**src/rtl/u16450_pkg.sv**
```systemverilog
package u16450_pkg;

    // Register offsets inside the eight-port window
    localparam logic [2:0] OFF_RBR_THR = 3'd0;
    localparam logic [2:0] OFF_IER     = 3'd1;
    localparam logic [2:0] OFF_IIR     = 3'd2;
    localparam logic [2:0] OFF_LCR     = 3'd3;
    localparam logic [2:0] OFF_MCR     = 3'd4;
    localparam logic [2:0] OFF_LSR     = 3'd5;
    localparam logic [2:0] OFF_MSR     = 3'd6;
    localparam logic [2:0] OFF_SCR     = 3'd7;

    localparam int unsigned DLAB_POS = 7;
    localparam int unsigned IER_THRE_POS = 1;
    localparam logic [1:0] IIR_NONE = 2'b01;
    localparam logic [1:0] IIR_THRE = 2'b10;
    localparam logic [7:0] LSR_IDLE = 8'h60;
    localparam logic [15:0] BASE_PORT_RST = 16'd1016;

    typedef struct packed {
        logic       is_write;
        logic [15:0] port;
        logic [7:0] write_data;
    } req_t;

    typedef struct packed {
        logic [7:0] read_data;
        logic       tx_valid;
        logic [7:0] tx_byte;
        logic       irq_level;
        logic       irq_changed;
        logic       bad_access;
    } rsp_t;

    typedef struct packed {
        logic [7:0] divisor_low;
        logic [7:0] divisor_high;
        logic [3:0] int_enable;
        logic [1:0] int_ident;
        logic [7:0] line_ctrl;
        logic [4:0] modem_ctrl;
        logic [7:0] scratch;
        logic       irq_pending;
    } uart_state_t;

endpackage

```
**src/rtl/u16450_access.sv**
```systemverilog
module u16450_access (
    input  u16450_pkg::req_t        req,
    input  logic [15:0]             base_port,
    input  u16450_pkg::uart_state_t state,
    output u16450_pkg::uart_state_t state_next,
    output u16450_pkg::rsp_t        rsp
);

    logic [16:0] diff;
    logic        in_window;
    logic [2:0]  offset;
    logic        dlab;
    logic [7:0]  rd;
    logic        txv;
    logic [7:0]  txb;
    u16450_pkg::uart_state_t st_w;
    logic        pend_n;
    logic        chg;

    // Window check: no borrow and offset below eight
    assign diff      = {1'b0, req.port} - {1'b0, base_port};
    assign in_window = (diff[16] == 1'b0) && (diff[15:3] == 13'd0);
    assign offset    = diff[2:0];
    assign dlab      = state.line_ctrl[u16450_pkg::DLAB_POS];

    always_comb begin
        rd   = 8'd0;
        txv  = 1'b0;
        txb  = 8'd0;
        st_w = state;
        if (!req.is_write) begin
            case (offset)
                u16450_pkg::OFF_RBR_THR: rd = dlab ? state.divisor_low : 8'd0;
                u16450_pkg::OFF_IER:     rd = dlab ? state.divisor_high
                                                   : {4'd0, state.int_enable};
                u16450_pkg::OFF_IIR:     rd = {6'd0, state.int_ident};
                u16450_pkg::OFF_LCR:     rd = state.line_ctrl;
                u16450_pkg::OFF_MCR:     rd = {3'd0, state.modem_ctrl};
                u16450_pkg::OFF_LSR:     rd = u16450_pkg::LSR_IDLE;
                u16450_pkg::OFF_SCR:     rd = state.scratch;
                default:                 rd = 8'd0;
            endcase
        end else begin
            case (offset)
                u16450_pkg::OFF_RBR_THR: begin
                    if (dlab) begin
                        st_w.divisor_low = req.write_data;
                    end else begin
                        txv = 1'b1;
                        txb = req.write_data;
                    end
                end
                u16450_pkg::OFF_IER: begin
                    if (dlab) begin
                        st_w.divisor_high = req.write_data;
                    end else begin
                        st_w.int_enable = req.write_data[3:0];
                        st_w.int_ident  = req.write_data[u16450_pkg::IER_THRE_POS]
                                        ? u16450_pkg::IIR_THRE : u16450_pkg::IIR_NONE;
                    end
                end
                u16450_pkg::OFF_LCR: st_w.line_ctrl  = req.write_data;
                u16450_pkg::OFF_MCR: st_w.modem_ctrl = req.write_data[4:0];
                u16450_pkg::OFF_SCR: st_w.scratch    = req.write_data;
                default: ;
            endcase
        end
    end

    // Interrupt line follows the identification after the access
    always_comb begin
        pend_n = state.irq_pending;
        chg    = 1'b0;
        if (!state.irq_pending && st_w.int_ident[1]) begin
            pend_n = 1'b1;
            chg    = 1'b1;
        end else if (state.irq_pending && st_w.int_ident[0]) begin
            pend_n = 1'b0;
            chg    = 1'b1;
        end
    end

    always_comb begin
        state_next = state;
        rsp.read_data   = 8'd0;
        rsp.tx_valid    = 1'b0;
        rsp.tx_byte     = 8'd0;
        rsp.irq_level   = state.irq_pending;
        rsp.irq_changed = 1'b0;
        rsp.bad_access  = 1'b1;
        if (in_window) begin
            state_next             = st_w;
            state_next.irq_pending = pend_n;
            rsp.read_data   = rd;
            rsp.tx_valid    = txv;
            rsp.tx_byte     = txb;
            rsp.irq_level   = pend_n;
            rsp.irq_changed = chg;
            rsp.bad_access  = 1'b0;
        end
    end

endmodule

```
**src/rtl/u16450_regfile.sv**
```systemverilog
module u16450_regfile (
    input  logic                    aclk,
    input  logic                    aresetn,
    input  logic                    cfg_wr_en,
    input  logic [15:0]             cfg_wr_data,
    input  logic                    commit,
    input  u16450_pkg::uart_state_t state_next,
    output u16450_pkg::uart_state_t state,
    output logic [15:0]             base_port
);

    u16450_pkg::uart_state_t state_reg;
    logic [15:0]             base_port_reg;

    always_ff @(posedge aclk) begin
        if (!aresetn) begin
            state_reg.divisor_low  <= 8'd0;
            state_reg.divisor_high <= 8'd0;
            state_reg.int_enable   <= 4'd0;
            state_reg.int_ident    <= u16450_pkg::IIR_NONE;
            state_reg.line_ctrl    <= 8'd0;
            state_reg.modem_ctrl   <= 5'd0;
            state_reg.scratch      <= 8'd0;
            state_reg.irq_pending  <= 1'b0;
        end else if (commit) begin
            state_reg <= state_next;
        end
    end

    always_ff @(posedge aclk) begin
        if (!aresetn) begin
            base_port_reg <= u16450_pkg::BASE_PORT_RST;
        end else if (cfg_wr_en) begin
            base_port_reg <= cfg_wr_data;
        end
    end

    assign state     = state_reg;
    assign base_port = base_port_reg;

endmodule

```
**src/rtl/uart_16450_register_file_unit.sv**
```systemverilog
// 16450-style UART register file, one byte-wide bus access per beat.
// Input channel (s_*): a read or write to an eight-port window starting at
// the base port held by the configuration register (cfg_wr_en/cfg_wr_data).
// The user must write it only while the block is idle; it is not enforced.
// Output channel (m_*): one result beat per input beat, in order: read data,
// transmit byte strobe, interrupt line level and change flag, and a flag for
// accesses outside the window (these change no state).
// Each accepted access is held in the input register, decoded, and captured
// in the result register that drives m_*. Throughput: one beat per cycle
// while m_ready is high, set by the single decode stage between the input
// register and the result register.
// Stalls: while m_ready is low the result register holds; the input register
// still takes one further beat, then s_ready drops until the result moves.
// Reset (aresetn low, synchronous): both stages empty, UART registers
// cleared, identification reads "no interrupt", base port back to 1016.
module uart_16450_register_file_unit (
    input  logic        aclk,
    input  logic        aresetn,
    input  logic        cfg_wr_en,
    input  logic [15:0] cfg_wr_data,
    input  logic        s_valid,
    output logic        s_ready,
    input  logic        s_req_type,
    input  logic [15:0] s_port,
    input  logic [7:0]  s_write_data,
    output logic        m_valid,
    input  logic        m_ready,
    output logic [7:0]  m_read_data,
    output logic        m_tx_valid,
    output logic [7:0]  m_tx_byte,
    output logic        m_irq_level,
    output logic        m_irq_changed,
    output logic        m_bad_access
);

    // Input register
    logic                    in_valid_reg;
    logic                    in_valid_next;
    u16450_pkg::req_t        in_req_reg;
    // Result register
    logic                    out_valid_reg;
    logic                    out_valid_next;
    u16450_pkg::rsp_t        out_rsp_reg;

    logic                    s_take;
    logic                    advance;
    u16450_pkg::uart_state_t state;
    u16450_pkg::uart_state_t state_next;
    u16450_pkg::rsp_t        rsp;
    logic [15:0]             base_port;

    // Advance the input beat whenever the result register is free or draining
    assign advance = in_valid_reg && (!out_valid_reg || m_ready);
    assign s_ready = !in_valid_reg || advance;
    assign s_take  = s_valid && s_ready;

    always_comb begin
        in_valid_next = in_valid_reg;
        if (s_take) begin
            in_valid_next = 1'b1;
        end else if (advance) begin
            in_valid_next = 1'b0;
        end
    end

    always_comb begin
        out_valid_next = out_valid_reg;
        if (advance) begin
            out_valid_next = 1'b1;
        end else if (m_ready) begin
            out_valid_next = 1'b0;
        end
    end

    always_ff @(posedge aclk) begin
        if (!aresetn) begin
            in_valid_reg  <= 1'b0;
            out_valid_reg <= 1'b0;
        end else begin
            in_valid_reg  <= in_valid_next;
            out_valid_reg <= out_valid_next;
        end
    end

    // Payload registers: input captures on accept, result on advance; both hold otherwise
    always_ff @(posedge aclk) begin
        if (s_take) begin
            in_req_reg.is_write   <= s_req_type;
            in_req_reg.port       <= s_port;
            in_req_reg.write_data <= s_write_data;
        end
        if (advance) begin
            out_rsp_reg <= rsp;
        end
    end

    u16450_access u_access (
        .req        (in_req_reg),
        .base_port  (base_port),
        .state      (state),
        .state_next (state_next),
        .rsp        (rsp)
    );

    // UART state commits together with the result it produced
    u16450_regfile u_regfile (
        .aclk        (aclk),
        .aresetn     (aresetn),
        .cfg_wr_en   (cfg_wr_en),
        .cfg_wr_data (cfg_wr_data),
        .commit      (advance),
        .state_next  (state_next),
        .state       (state),
        .base_port   (base_port)
    );

    assign m_valid       = out_valid_reg;
    assign m_read_data   = out_rsp_reg.read_data;
    assign m_tx_valid    = out_rsp_reg.tx_valid;
    assign m_tx_byte     = out_rsp_reg.tx_byte;
    assign m_irq_level   = out_rsp_reg.irq_level;
    assign m_irq_changed = out_rsp_reg.irq_changed;
    assign m_bad_access  = out_rsp_reg.bad_access;

    // An access outside the window reports nothing but the line level
    a_bad_quiet: assert property (@(posedge aclk) disable iff (!aresetn)
        m_valid && m_bad_access |->
            !m_tx_valid && !m_irq_changed && (m_read_data == 8'd0))
        else $error("bad access carried data or side effects");

    // Reported line level matches the committed pending flag
    a_irq_track: assert property (@(posedge aclk) disable iff (!aresetn)
        advance |=> (state.irq_pending == out_rsp_reg.irq_level))
        else $error("irq level out of step with state");

    // Change flag reflects an actual toggle of the pending flag
    a_irq_change: assert property (@(posedge aclk) disable iff (!aresetn)
        advance |=> (out_rsp_reg.irq_changed ==
                     (state.irq_pending != $past(state.irq_pending))))
        else $error("irq change flag wrong");

    // Back-pressure only when both stages are occupied
    a_ready_full: assert property (@(posedge aclk) disable iff (!aresetn)
        !s_ready |-> in_valid_reg && out_valid_reg && !m_ready)
        else $error("input stalled with room available");

endmodule

```
**config.mk**
```make
export PLATFORM = sky130hd
export DESIGN_NAME = uart_16450_register_file_unit
export DESIGN_NICKNAME = d
export VERILOG_FILES = /design/src/rtl/u16450_pkg.sv /design/src/rtl/u16450_access.sv /design/src/rtl/u16450_regfile.sv /design/src/rtl/uart_16450_register_file_unit.sv
export SDC_FILE = /design/constraint.sdc
export NUM_CORES = 1
export LEC_CHECK = 0
export ABC_AREA = 1
export BUFFER_PORTS_ARGS = -buffer_cell sky130_fd_sc_hd__buf_2
export CAP_MARGIN = 20
export CELL_PAD_IN_SITES_DETAIL_PLACEMENT = 1
export CELL_PAD_IN_SITES_GLOBAL_PLACEMENT = 2
export CORE_MARGIN = 2
export CORE_UTILIZATION = 36
export DETAILED_ROUTE_END_ITERATION = 10
export GPL_TIMING_DRIVEN = 0
export PLACE_DENSITY_LB_ADDON = 0.1
export SLEW_MARGIN = 40
export SYNTH_ARGS = -nofsm -noshare
export SYNTH_HDL_FRONTEND = slang
export SYNTH_SLANG_ARGS = --single-unit
export TNS_END_PERCENT = 10
```
**constraint.sdc**
```tcl
create_clock -name aclk -period 3.89 [get_ports aclk]
set_clock_uncertainty 0.15 [all_clocks]
set_input_delay 0.389 -clock aclk [delete_from_list [all_inputs] [get_ports aclk]]
set_output_delay 0.389 -clock aclk [all_outputs]
set_load 0.02 [all_outputs]
```
**Yosys cells after proc, flatten, opt, wreduce, memory -nomap -nowiden**

Index checks and enable logic that the tools add are counted.
Widths: inputs -> output; s select.

- Output and inout bits: 22
- Input port bits: 46
- Register bits after elaboration: 107

- Eq/ne operators: 6
- Reduce and logical (&&, ||, !) cells: 24
- Add/subtract/negate cells: 1
- Multiplexer cells: 20
- Bitwise operators: 5

Operators by type and width:

| operator | count |
|---|---|
| $pmux 8 s7 | 1 |
| $mux 8 | 4 |
| $mux 23 | 1 |
| $sub 16x16->17 | 1 |
| $reduce_and 5->1 | 3 |
| $logic_not 13->1 | 1 |
| $reduce_and 4->1 | 3 |
| $eq 3x3->1 const B | 3 |
| $mux 1 | 9 |
| $eq 3x2->1 const B | 2 |
| $mux 2 | 3 |
| $logic_and 1x1->1 | 5 |
| $mux 5 | 1 |
| $not 1->1 | 5 |
| $reduce_bool 2->1 | 2 |
| $reduce_or 4->1 | 1 |
| $eq 3x1->1 const B | 1 |
| $logic_not 1->1 | 3 |
| $logic_not 3->1 | 1 |
| $mux 3 | 1 |
| $reduce_and 3->1 | 1 |
| $logic_or 1x1->1 | 2 |
| $reduce_and 2->1 | 1 |
| $reduce_or 2->1 | 1 |

**Longest topological paths before layout**

Gate-level depths: netlist of run 1.

- Depth after elaboration: 8
- Depth in mapped cells: 20
- Gate-level depth less buffers: 18

**By module**

From an unflattened synthesis of run 1, not the netlist that was laid out.

- Cells, all modules: 1042
- Area, all modules: 6754.0 µm²

Modules (own cells, without submodules):

| module | area each (µm²) | instances | cells an instance |
|---|---|---|---|
| u16450_access | 2899.0 | 1 | 618 |
| u16450_regfile | 2408.6 | 1 | 366 |
| uart_16450_register_file_unit | 1446.4 | 1 | 58 |

**Least setup slack after synthesis of run 1**

No wires, ideal clock.

- Path kind: reg2reg
- From: register in_req_reg[8] in the netlist's numbering
- To: register out_rsp_reg, in the netlist m_tx_byte[0] (data pin)
- Period minus slack after synthesis: 2.605 ns
- Arrival: 2.312 ns
- Buffers on the path: 1
- Stages on the path, launching flop included: 16
- Slack: 1.285 ns
- Setup time: 0.142 ns
- Path through: edfxtp_1 -> inv_1 -> ha_1 -> fa_1 -> inv_1 -> nand4_1 -> nand2_1 -> nand2_1 -> nand2_1 -> a21oi_1 -> o21bai_1 -> buf_4 -> nand2_4 -> clkinv_2 -> nand4_4 -> nor2_1

- Word-level cells in the longest chain between the ends: 5
- Elaborated cells between the ends (all ways): 8
- Classes of those cells: add/sub: 1; bitwise: 3; reduce/logical: 4

RTL lines:

| item | RTL line | text |
|---|---|---|
| start, declared | uart_16450_register_file_unit.sv:39 | `u16450_pkg::req_t in_req_reg;` |
| $sub 16x16->17 * | u16450_access.sv:21 | `assign diff = {1'b0, req.port} - {1'b0, base_port};` |
| $logic_not 13->1 or $not 1->1 (tied branches) | u16450_access.sv:22 | `assign in_window = (diff[16] == 1'b0) && (diff[15:3] == 13'd0);` |
| $logic_and 1x1->1 | u16450_access.sv:22 |  |
| $not 1->1 (no source line) | n/a |  |
| $reduce_or 4->1 (no source line) * | n/a |  |
| end signal, assigned | uart_16450_register_file_unit.sv:93 | `out_rsp_reg <= rsp;` |
| end, declared | uart_16450_register_file_unit.sv:43 | `u16450_pkg::rsp_t out_rsp_reg;` |

Every way passes the cells marked *; elsewhere a longest branch is shown, timed or not.
A chain may end at the register's enable or synchronous reset.

**Worst setup path in the final report of run 1**

- From: register in_req_reg[8] in the netlist's numbering
- To: register out_rsp_reg, in the netlist m_read_data[0] (data pin)

- Word-level cells in the longest chain between the ends: 5
- Elaborated cells between the ends (all ways): 14
- Classes of those cells: add/sub: 1; eq/ne: 6; mux: 1; bitwise: 2; reduce/logical: 4

RTL lines:

| item | RTL line |
|---|---|
| $sub 16x16->17 * | u16450_access.sv:21 |
| $logic_not 13->1 or $not 1->1 (tied branches) | u16450_access.sv:22 |
| $logic_and 1x1->1 | u16450_access.sv:22 |
| $not 1->1 (no source line) | n/a |
| $reduce_or 2->1 (no source line) | n/a |

Marked as above.

==> impl_metrics.yaml, run 1 <==
pwr:
  switching_share_pct: 27.70
  seq_power_share_pct: 49.5
  intPower_uw: 1791
  p_leak_uw: 0.003043
  p_clk_share_pct: 35.8
  p_per_area_nw_per_um2: 392.3
  vdd_drop_max_uv: 248.3
  pwr-share-comb_pct: 14.7
  p_sw_uw: 686.2
route:
  drcViolationCount: 0
  viasPerCell: 4.799
  ant_nets: 0
  initialDrtViolationCount: 259
  drtPass1Iterations: 4
  wire_per_inst_um: 15.54
  wirelength_um: 15170
  vias: 4684
clock_tree:
  clock-root-buffer: "clkbuf_16"
  cts_tree: "done"
  clk_pin_slew_ns: 0.07
  clockBufferDepth: 2
  cts_resized: 0
  clock_latency_ns: 0.35
  htree_num_levels: 3
  cts_buffers: 9
  cts_sinks: 107
  post_cts_buffers: 0
  cts.hold.buffers_added: 0
finish:
  drive_gt1_share_pct: 15.10
  diodes: 0
  area_growth_pct: 15.62
  fin_nets: 846
  final_cell_mix: "180 x nand2_1, 120 x inv_1, 112 x nor2_1, 71 x buf_2, 62 x dfxtp_1"
  largest_register_ffs: 44
  layout_commonest_cell: "nand2_1"
worst_setup_path:
  critPathSlowestCell: "fa_1"
  critPathBufInv: 4
  crit_family: "simple AND/OR/NAND/NOR gates"
  arrival_ns: 3.31
  required_ns: 3.93
  slowest_delay_ns: 0.45
  reg2reg_slack_ns: 0.62
  r2r_start: "in_req_reg[8]"
  crit_path_start_kind: "flop"
  setup.worst_path.start: "in_req_reg[8]"
  cp_cell_sequence: "inv_1, ha_1, fa_1, inv_1, nand4_1, nand2_1, nand2_1, nand2_1, a21oi_1, o21bai_1, buf_4, nand2_4, clkinv_2, o211ai_4, nor2_1"
  cp_max_fo: 10
  crit_type: "flop to flop"
  crit_top_cell: "nand2_1"
  end_kind: "flop"
synthesis:
  synth-simple-area-share_pct: 28.81
  synth_cells: 705
  synth-compound-area-share_pct: 8.658
  synth_xor_area_share_pct: 0.6184
  ys_ff_latch: 107
  synth_cell_type_count: 45
  ys_warn_count: 0
  synth_nets: 768
  synth-adder-area-share_pct: 4.031
  synth_top_family_by_area: "simple AND/OR/NAND/NOR gates"
  synthesis.area_um2: 5463
  synthArstFlopShare_pct: 0
  synth_ff_type: "dfxtp_1"
  ys_seq_area_share_pct: 47.46
  muxShareOfSynthArea_pct: 0
  synth_edf_count: 45
  syn_avg_cell_area_um2: 7.749
sta:
  period_minus_slack_ns: 3.275
  tns_ns: 0
  finalWorstSetupSlack_ns: 0.6151
  clock.fmax_ghz: 0.3054
  max_slew_margin_pct: 54.94
  finalHoldViolCount: 0
  rsz0062_at_grt: "no"
  worstMarginPinSlew_ns: 0.6748
  final_max_slew_viol_count: 0
  setup_violations: 0
  fin_crit_sh_pct: 84.19
placement:
  pre_cts_ws_ns: 0.5787
  globalplace.congestion: 0.8181
  place_hpwl_um: 11650
  portBuffers: 67
die:
  start_util_pct: 36.34
  fp.dieH_um: 127.2
  pin_count: 68
  die-area_um2: 16180
  die_w_um: 127.2
  rows: 45
  core_um2: 15030
grt:
  grt_pass1_wl_um: 24230
  grt_antenna_before_repair: 0
  grt-ovfl-total: 0
  grt_usage_pct: 19.52
  grt_max_degree: 26
  grt_pass1_vias: 4600
job:
  cap_violations: 0
worst_hold_path:
  hold_path.class: "input port to flop"
  hp-start: "s_port[13]"
run_status:
  outcome: "completed"
==> power by group through the flow <==
stage | sequential (uW) | combinational (uW) | clock, uW
floorplan | 1250 | 241 | 0
global placement | 1250 | 359 | 0
detailed placement | 1250 | 367 | 0
CTS | 1230 | 369 | 915
global route | 1230 | 414 | 956
finish | 1230 | 363 | 887
==> cells by family (layout without fill, tap and decap cells) <==
kind of cell,Yosys count,in the layout
buffers and inverters,142,225
and+or+nand+nor,356,356
AOI/OAI and AO/OA,80,80
xor gates and xnor gates,3,3
DFF,107,107
adders and majority gates,17,17
==> layer usage <==
layer  GRT usage [%]  share of wire (%)  wire, um  vias to the layer above
li1                -                  -         -                     2389
met1           29.27                 51      7753                     2197
met2           28.65                 42      6313                       88
met3           3.559                6.1       924                       10
met4           5.818                1.1       174                        0
met5               0                  0         0                        -
==> cell usage after synthesis (2+ instances only) <==
cell,n,share of area (%)
nand2_2,5,0.57
xor2_1,2,0.32
buf_2,4,0.37
nand4_4,2,0.78
nand3_1,24,2.2
a21oi_1,33,3.0
ha_1,16,3.7
inv_1,122,8.4
nor2_4,2,0.41
o221ai_1,4,0.64
dfxtp_1,62,23
nor3_1,4,0.37
nand2_1,180,12
nand4_1,10,1.1
nand3_4,2,0.64
a221oi_1,3,0.48
nor2_2,3,0.34
nand4_2,2,0.46
buf_6,2,0.41
o211ai_1,2,0.27
clkbuf_1,9,0.62
o22ai_1,7,0.80
inv_2,2,0.14
edfxtp_1,45,25
nand3_2,3,0.55
nor2_1,112,7.7
o21ai_0,23,2.1
a211oi_1,3,0.41
==> stage by stage <==
| step | hold slack [ns] | utilization [%] | instance area [um^2] | instances | total power, uW |
|---|---|---|---|---|---|
| finish | 0.05569 | 42.01 | 6316 | 976 | 2478 |
| global route | 0.03746 | 42.01 | 6316 | 976 | 2600 |
| floorplan | 0.2874 | - | 5463 | 705 | 1496 |
| CTS | 0.04374 | 42.01 | 6316 | 976 | 2511 |
| global placement | 0.3024 | 40.13 | 6033 | 960 | 1611 |
| detailed placement | 0.3083 | 40.13 | 6033 | 960 | 1620 |
==> final timing paths <==
| kind | end | depth (start not counted) |
|---|---|---|
| worst min-delay path | in_req_reg[21] | 1 |
| worst max register to register | m_read_data[0] | 15 |
| worst max-delay path | m_read_data[0] | 15 |
| worst min register to register | u_regfile.state[26] | 2 |
==> final cells by class <==
type                    instances  area, um^2
plain buffers                  17       98.84
clock buffers                  13       260.3
clock inverters                 3       22.52
fillers                      1852        8717
inverters                     125       470.5
multi-input cells             456        2301
flip-flops and latches        107        2592
well taps                     188       235.2
repair buffers                 67       335.3
Power figures use the tool's default switching activity.
==> inputs of run 2 (changes only) <==
Settings changed: CORE_UTILIZATION 36 to 31.
Clock period 3.89 ns to 2.72 ns, I/O delays scaled along.
==> run 2 against run 1 <==
  * Sequential power rose by 43%
  * Flip-flop and latch count is the same
  * The run now ends with negative setup slack left
  * Setup slack lost 0.73 ns
  * Sequential share of layout area fell by 5.3 points
  * Clock power increased by 51%
  * Hold slack got worse by 0.044 ns
  * First-iteration DRC count shrank 20%
==> impl_metrics.yaml, run 2 (synthesis gave the netlist of run 1 again) <==
die:
  start_util_pct: 31.69
  fp.dieH_um: 136.7
  pin_count: 68
  die-area_um2: 18700
  core_um2: 17240
  rows: 48
  die_w_um: 136.7
run_status:
  violations: "negative setup slack"
  outcome: "finished, violations left"
pwr:
  p_sw_uw: 1044
  seq_power_share_pct: 46.9
  p_per_area_nw_per_um2: 517.3
  p_leak_uw: 0.003313
  intPower_uw: 2704
  switching_share_pct: 27.85
  vdd_drop_max_uv: 321.0
  pwr-share-comb_pct: 17.2
  p_clk_share_pct: 35.8
worst_setup_path:
  crit_type: "flop to flop"
  cp_cell_sequence: "inv_1, ha_2, fa_2, inv_2, nand4_1, nand2_2, nand2_2, nand3_2, nand2_2, nor2_4, nand3_2, nor2_4, buf_6, nand4_4, clkbuf_16, nand2_1, nand2_1, nor2_1"
  cp_max_fo: 8
  critPathBufInv: 4
  critPathSlowestCell: "fa_2"
  arrival_ns: 2.99
  crit_top_cell: "nand2_2"
  cp.depth: 18
  crit_family: "simple AND/OR/NAND/NOR gates"
  slowest_delay_ns: 0.39
  required_ns: 2.87
  crit_path_start_kind: "flop"
  ff2ff_path_depth: 18
  end_kind: "flop"
sta:
  finalHoldViolCount: 0
  final_max_slew_viol_count: 0
  clock.fmax_ghz: 0.3523
  max_slew_margin_pct: 52.33
  finalWorstSetupSlack_ns: -0.1187
  tns_ns: -3.703
  period_minus_slack_ns: 2.839
  rsz0062_at_grt: "yes"
  setup_violations: 59
  fin_crit_sh_pct: 104.4
  worstMarginPinSlew_ns: 0.7140
route:
  routed-wl-met3_um: 547
  wire_per_inst_um: 15.53
  ant_nets: 0
  drcViolationCount: 0
  viasPerCell: 4.651
  dr_wl_met2_um: 7122
  wl_met1_um: 8702
  initialDrtViolationCount: 206
  vias: 4967
  wirelength_um: 16580
  drtPass1Iterations: 5
  top_layer: "met4"
worst_hold_path:
  hold_path.class: "input port to flop"
  hold_depth: 3
grt:
  grt-ovfl-total: 0
  grt_max_degree: 26
  grt_antenna_before_repair: 0
  grt_pass1_wl_um: 25730
  grt_pass1_vias: 4867
  grt_usage_pct: 18.22
finish:
  fin_util_pct: 42.04
  final_design_area_no_fill_um2: 7246
  layout_commonest_cell: "nand2_1"
  area_growth_pct: 32.64
  fin_cells: 1068
  fin_nets: 901
  largest_register_ffs: 44
  diodes: 0
  drive_gt1_share_pct: 23.25
  final_cell_mix: "170 x nand2_1, 119 x inv_1, 99 x nor2_1, 70 x buf_2, 62 x dfxtp_1"
placement:
  globalplace.congestion: 0.8025
  post-place-cells: 997
  pre_cts_ws_ns: -0.6337
  place_hpwl_um: 11950
  portBuffers: 67
  dpl-instance-area_um2: 6080
clock_tree:
  clk_pin_slew_ns: 0.07
  clock_latency_ns: 0.35
  clock-root-buffer: "clkbuf_16"
  htree_num_levels: 3
  cts_sinks: 107
  clockBufferDepth: 2
  cts_tree: "done"
  cts_buffers: 9
job:
  cap_violations: 0
run 2: cell types whose count changed in the layout (fill, tap and decap cells not counted), sizes merged:
cell,before,now
bufinv,0,1
nand4,14,15
buf,75,97
clkbuf,22,23
dlygate4sd3,0,30
run 2: worst min-delay path: cells and delay by family:
kind,cells,cell delay [ns]
AOI/OAI and AO/OA,2,0.12
buffers and inverters,1,0.08
run 2: final timing paths:
check	slack [ns]	from	to
worst max-delay path	-0.12	in_req_reg[8]	u_regfile.state[7]
worst max register to register	-0.12	in_req_reg[8]	u_regfile.state[7]
worst min register to register	0.32	u_regfile.state[27]	u_regfile.state[27]
worst min-delay path	0.01	cfg_wr_data[9]	u_regfile.base_port[9]
run 2: final cells by class:
| type | instances | area [um^2] |
|---|---|---|
| Inverter | 125 | 484.2 |
| Timing Repair Buffer | 121 | 872.1 |
| Multi-Input combinational cell | 457 | 2591 |
| Clock inverter | 4 | 51.30 |
| Fill cell | 2112 | 9991 |
| Buffer | 17 | 126.4 |
| Clock buffer | 12 | 246.5 |
| Tap cell | 225 | 281.5 |
| Sequential cell | 107 | 2592 |
run 2: timing repair:
item                                    CTS  global route
endpoints found under the hold margin    30             0
hold buffers                             30             0
setup buffers                             5            15
cloned                                    1             4
pin swaps                                14            22
endpoints found under the setup margin   64            64
resized for setup                        28            54
run 2: power groups by stage:
stage | Combinational [uW] | Sequential, uW | Clock [uW]
3_3_place_gp | 521 | 1790 | 0
5_1_grt | 725 | 1770 | 1460
4_1_cts | 599 | 1760 | 1390
3_5_place_dp | 532 | 1790 | 0
6_report | 645 | 1760 | 1340
2_1_floorplan | 345 | 1790 | 0
run 2: layer usage:
metal / track usage [%] / vias to the layer above
met5: 0 / -
met3: 3.185 / 13
li1: - / 2502
met4: 4.167 / 0
met2: 27.36 / 83
met1: 27.12 / 2369
run 2: stage by stage:
stage	total power, uW	hold slack [ns]
after global placement	2311	0.2990
after floorplan	2140	0.2209
final	3748	0.01133
after detailed placement	2323	0.3008
after CTS	3751	0.01106
after global routing	3947	0.01654
==> inputs of run 3 (changes only) <==
Settings changed: BUFFER_PORTS_ARGS -buffer_cell sky130_fd_sc_hd__buf_2 to -buffer_cell sky130_fd_sc_hd__buf_4, CORE_UTILIZATION 31 to 30, SYNTH_HIERARCHICAL set to 1.
==> run 3 against run 2 <==
  * The flow still finishes with violations (negative setup slack)
  * Sequential power rose by 5%
  * Area after synthesis increased by 24%
  * Global-route usage increased by 2.9 points
  * Combinational power grew 80%
  * Count of clock-buffer cells in the layout down 2
  * Non-clock buffer count grew 31
  * Design area grew 25%
  * Register-to-register slack lost 0.099 ns
  * Synthesized cell count grew 48%
  * Hold slack better by 0.023 ns
==> impl_metrics.yaml, run 3 <==
pwr:
  seq_power_share_pct: 42.8
  pwr-share-comb_pct: 26.7
  p_per_area_nw_per_um2: 477.0
  intPower_uw: 2856
  switching_share_pct: 34.04
  power_uw: 4330
  p_leak_uw: 0.004361
  p_sw_uw: 1474
  vdd_drop_max_uv: 249.9
  p_clk_share_pct: 30.5
finish:
  fin_cells: 1468
  drive_gt1_share_pct: 23.23
  area_growth_pct: 34.40
  multi_input_area_um2: 3769
  final_cell_mix: "350 x nand2_1, 148 x inv_1, 125 x nor2_1, 90 x buf_4, 69 x nand3_1"
  layout_commonest_cell: "nand2_1"
  largest_register_ffs: 44
  nFillCells: 2835
  fin_nets: 1246
  diodes: 0
  regArea_um2: 2594
  final_design_area_no_fill_um2: 9077
sta:
  finalHoldViolCount: 0
  max_slew_margin_pct: 53.78
  rsz0062_at_grt: "yes"
  final_max_slew_viol_count: 0
  finalWorstSetupSlack_ns: -0.2182
  setup_violations: 64
  fin_hold_ws_ns: 0.03438
  clock.fmax_ghz: 0.3403
  period_minus_slack_ns: 2.938
  worstMarginPinSlew_ns: 0.6923
  fin_crit_sh_pct: 108.0
route:
  drcViolationCount: 0
  viasPerCell: 4.633
  vias: 6801
  drtPass1Iterations: 4
  wirelength_um: 24520
  wire_per_inst_um: 16.70
  ant_nets: 0
  initialDrtViolationCount: 361
worst_setup_path:
  crit_path_start_kind: "flop"
  cp_cell_sequence: "inv_2, ha_4, fa_2, inv_4, nand3_4, nand3_2, nand2_2, nor2_4, nand3_2, nor2_2, nand2_1, nor2_2, nand4_4, clkbuf_16, clkbuf_16, nand2_1, nand2_1, inv_1, nand2_1, nand2_1, nor2_1"
  cp_max_fo: 5
  ff2ff_path_depth: 21
  end_kind: "flop"
  critPathSlowestCell: "fa_2"
  arrival_ns: 3.05
  crit_type: "flop to flop"
  crit_top_cell: "nand2_1"
  required_ns: 2.83
  slowest_delay_ns: 0.44
placement:
  dpl-instance-area_um2: 7626
  post-place-cells: 1389
  pre_cts_ws_ns: -0.5942
  place_hpwl_um: 17720
  globalplace.congestion: 0.7884
  portBuffers: 66
synthesis:
  synth_top_family_by_area: "simple AND/OR/NAND/NOR gates"
  synthArstFlopShare_pct: 0
  synth-simple-area-share_pct: 38.83
  synthTopCellsByArea: "nand2_1 22%, edfxtp_1 20%, dfxtp_1 18%"
  ys_warn_count: 6
  syn_avg_cell_area_um2: 6.482
  synth_edf_count: 45
  synthesis.area_um2: 6754
  synth-adder-area-share_pct: 3.260
  synth_area_leader_cell: "nand2_1"
  synth_cell_type_count: 35
  synth_most_common_cell: "nand2_1"
  synth_cells: 1042
  synth-compound-area-share_pct: 5.854
  ys_ff_latch: 107
  synth_top_area_share_pct: 21.56
  synth_ff_type: "dfxtp_1"
  synth_xor_area_share_pct: 0.3890
  synth_nets: 1105
  muxShareOfSynthArea_pct: 0.6669
  ys_seq_area_share_pct: 38.38
  synthTopCellsByCount: "388 x nand2_1, 157 x inv_1, 150 x nor2_1"
die:
  core_um2: 21960
  fp.dieH_um: 154.0
  die_w_um: 154.0
  pin_count: 68
  die-area_um2: 23730
  rows: 54
  start_util_pct: 30.76
clock_tree:
  clock_latency_ns: 0.36
  htree_num_levels: 3
  clk_pin_slew_ns: 0.08
  cts_sinks: 107
  cts_buffers: 9
  cts_tree: "done"
  clock-root-buffer: "clkbuf_16"
  clockBufferDepth: 2
grt:
  grt-ovfl-total: 0
  grt_pass1_vias: 6795
  grt_max_degree: 26
  grt_pass1_wl_um: 38570
  grt_usage_pct: 21.10
  grt_antenna_before_repair: 0
worst_hold_path:
  hold_path.class: "input port to flop"
  hold_depth: 3
job:
  cap_violations: 0
run_status:
  outcome: "finished, violations left"
  violations: "negative setup slack"
[run 3: logic make-up after synthesis]
group	Yosys count
AO/OA/AOI/OAI	69
XOR/XNOR	3
adder cells (fa/ha/maj)	17
buffers and inverters	200
flip-flops	107
multiplexers	4
AND/OR/NAND/NOR	642
[run 3: through the flow]
| step | util, % | setup TNS (ns) |
|---|---|---|
| finish | 41.34 | -10.60 |
| detailed placement | 34.73 | -30.72 |
| floorplan | - | 0 |
| global route | 41.34 | -20.38 |
| global placement | 34.61 | -41.06 |
| CTS | 39.30 | -6.898 |
[run 3: layout make-up]
type / instances / area share, %
Buffer: 40 / 3.460
Clock buffer: 10 / 2.522
Clock inverter: 6 / 0.6065
Inverter: 160 / 6.644
Multi-Input combinational cell: 736 / 41.52
Sequential cell: 107 / 28.57
Tap cell: 280 / 3.859
Timing Repair Buffer: 129 / 12.82
[run 3: power by group through the flow]
| stage | logic, uW | registers [uW] | clock network [uW] |
|---|---|---|---|
| 2_1_floorplan | 628 | 1870 | 0 |
| 3_3_place_gp | 924 | 1890 | 0 |
| 3_5_place_dp | 943 | 1890 | 0 |
| 4_1_cts | 1070 | 1850 | 1380 |
| 5_1_grt | 1300 | 1870 | 1430 |
| 6_report | 1160 | 1850 | 1320 |
[run 3: repair_timing]
| action | CTS | global route |
|---|---|---|
| gates cloned | 5 | 3 |
| endpoints found under the setup margin | 64 | 64 |
| buffers inserted | 12 | 13 |
| endpoints found under the hold margin | 29 | 0 |
| gates resized for setup | 84 | 79 |
| pin swaps | 45 | 34 |
| hold buffers | 30 | 0 |
[run 3: worst paths after layout]
kind	start	end	slack, ns
max	in_req_reg[8]	u_regfile/state[19]	-0.22
min reg2reg	u_regfile/base_port[9]	u_regfile/base_port[9]	0.31
max reg2reg	in_req_reg[8]	u_regfile/state[19]	-0.22
min	cfg_wr_data[6]	u_regfile/base_port[6]	0.03
[run 3: worst max-delay path, delay by kind of cell (launching register included)]
kind	cells	cell delay, ns
flops	1	0.34
simple gates	14	1.13
fa+ha+maj	2	0.59
buf+inv	5	0.60
[run 3: per-layer routing]
metal | part of all wire (%) | track usage [%] | vias to the layer above
li1 | - | - | 3495
met3 | 2.2 | 2.368 | 15
met4 | 0.92 | 4.050 | 0
met1 | 49 | 28.65 | 3211
met5 | 0 | 0 | -
met2 | 48 | 36.43 | 80
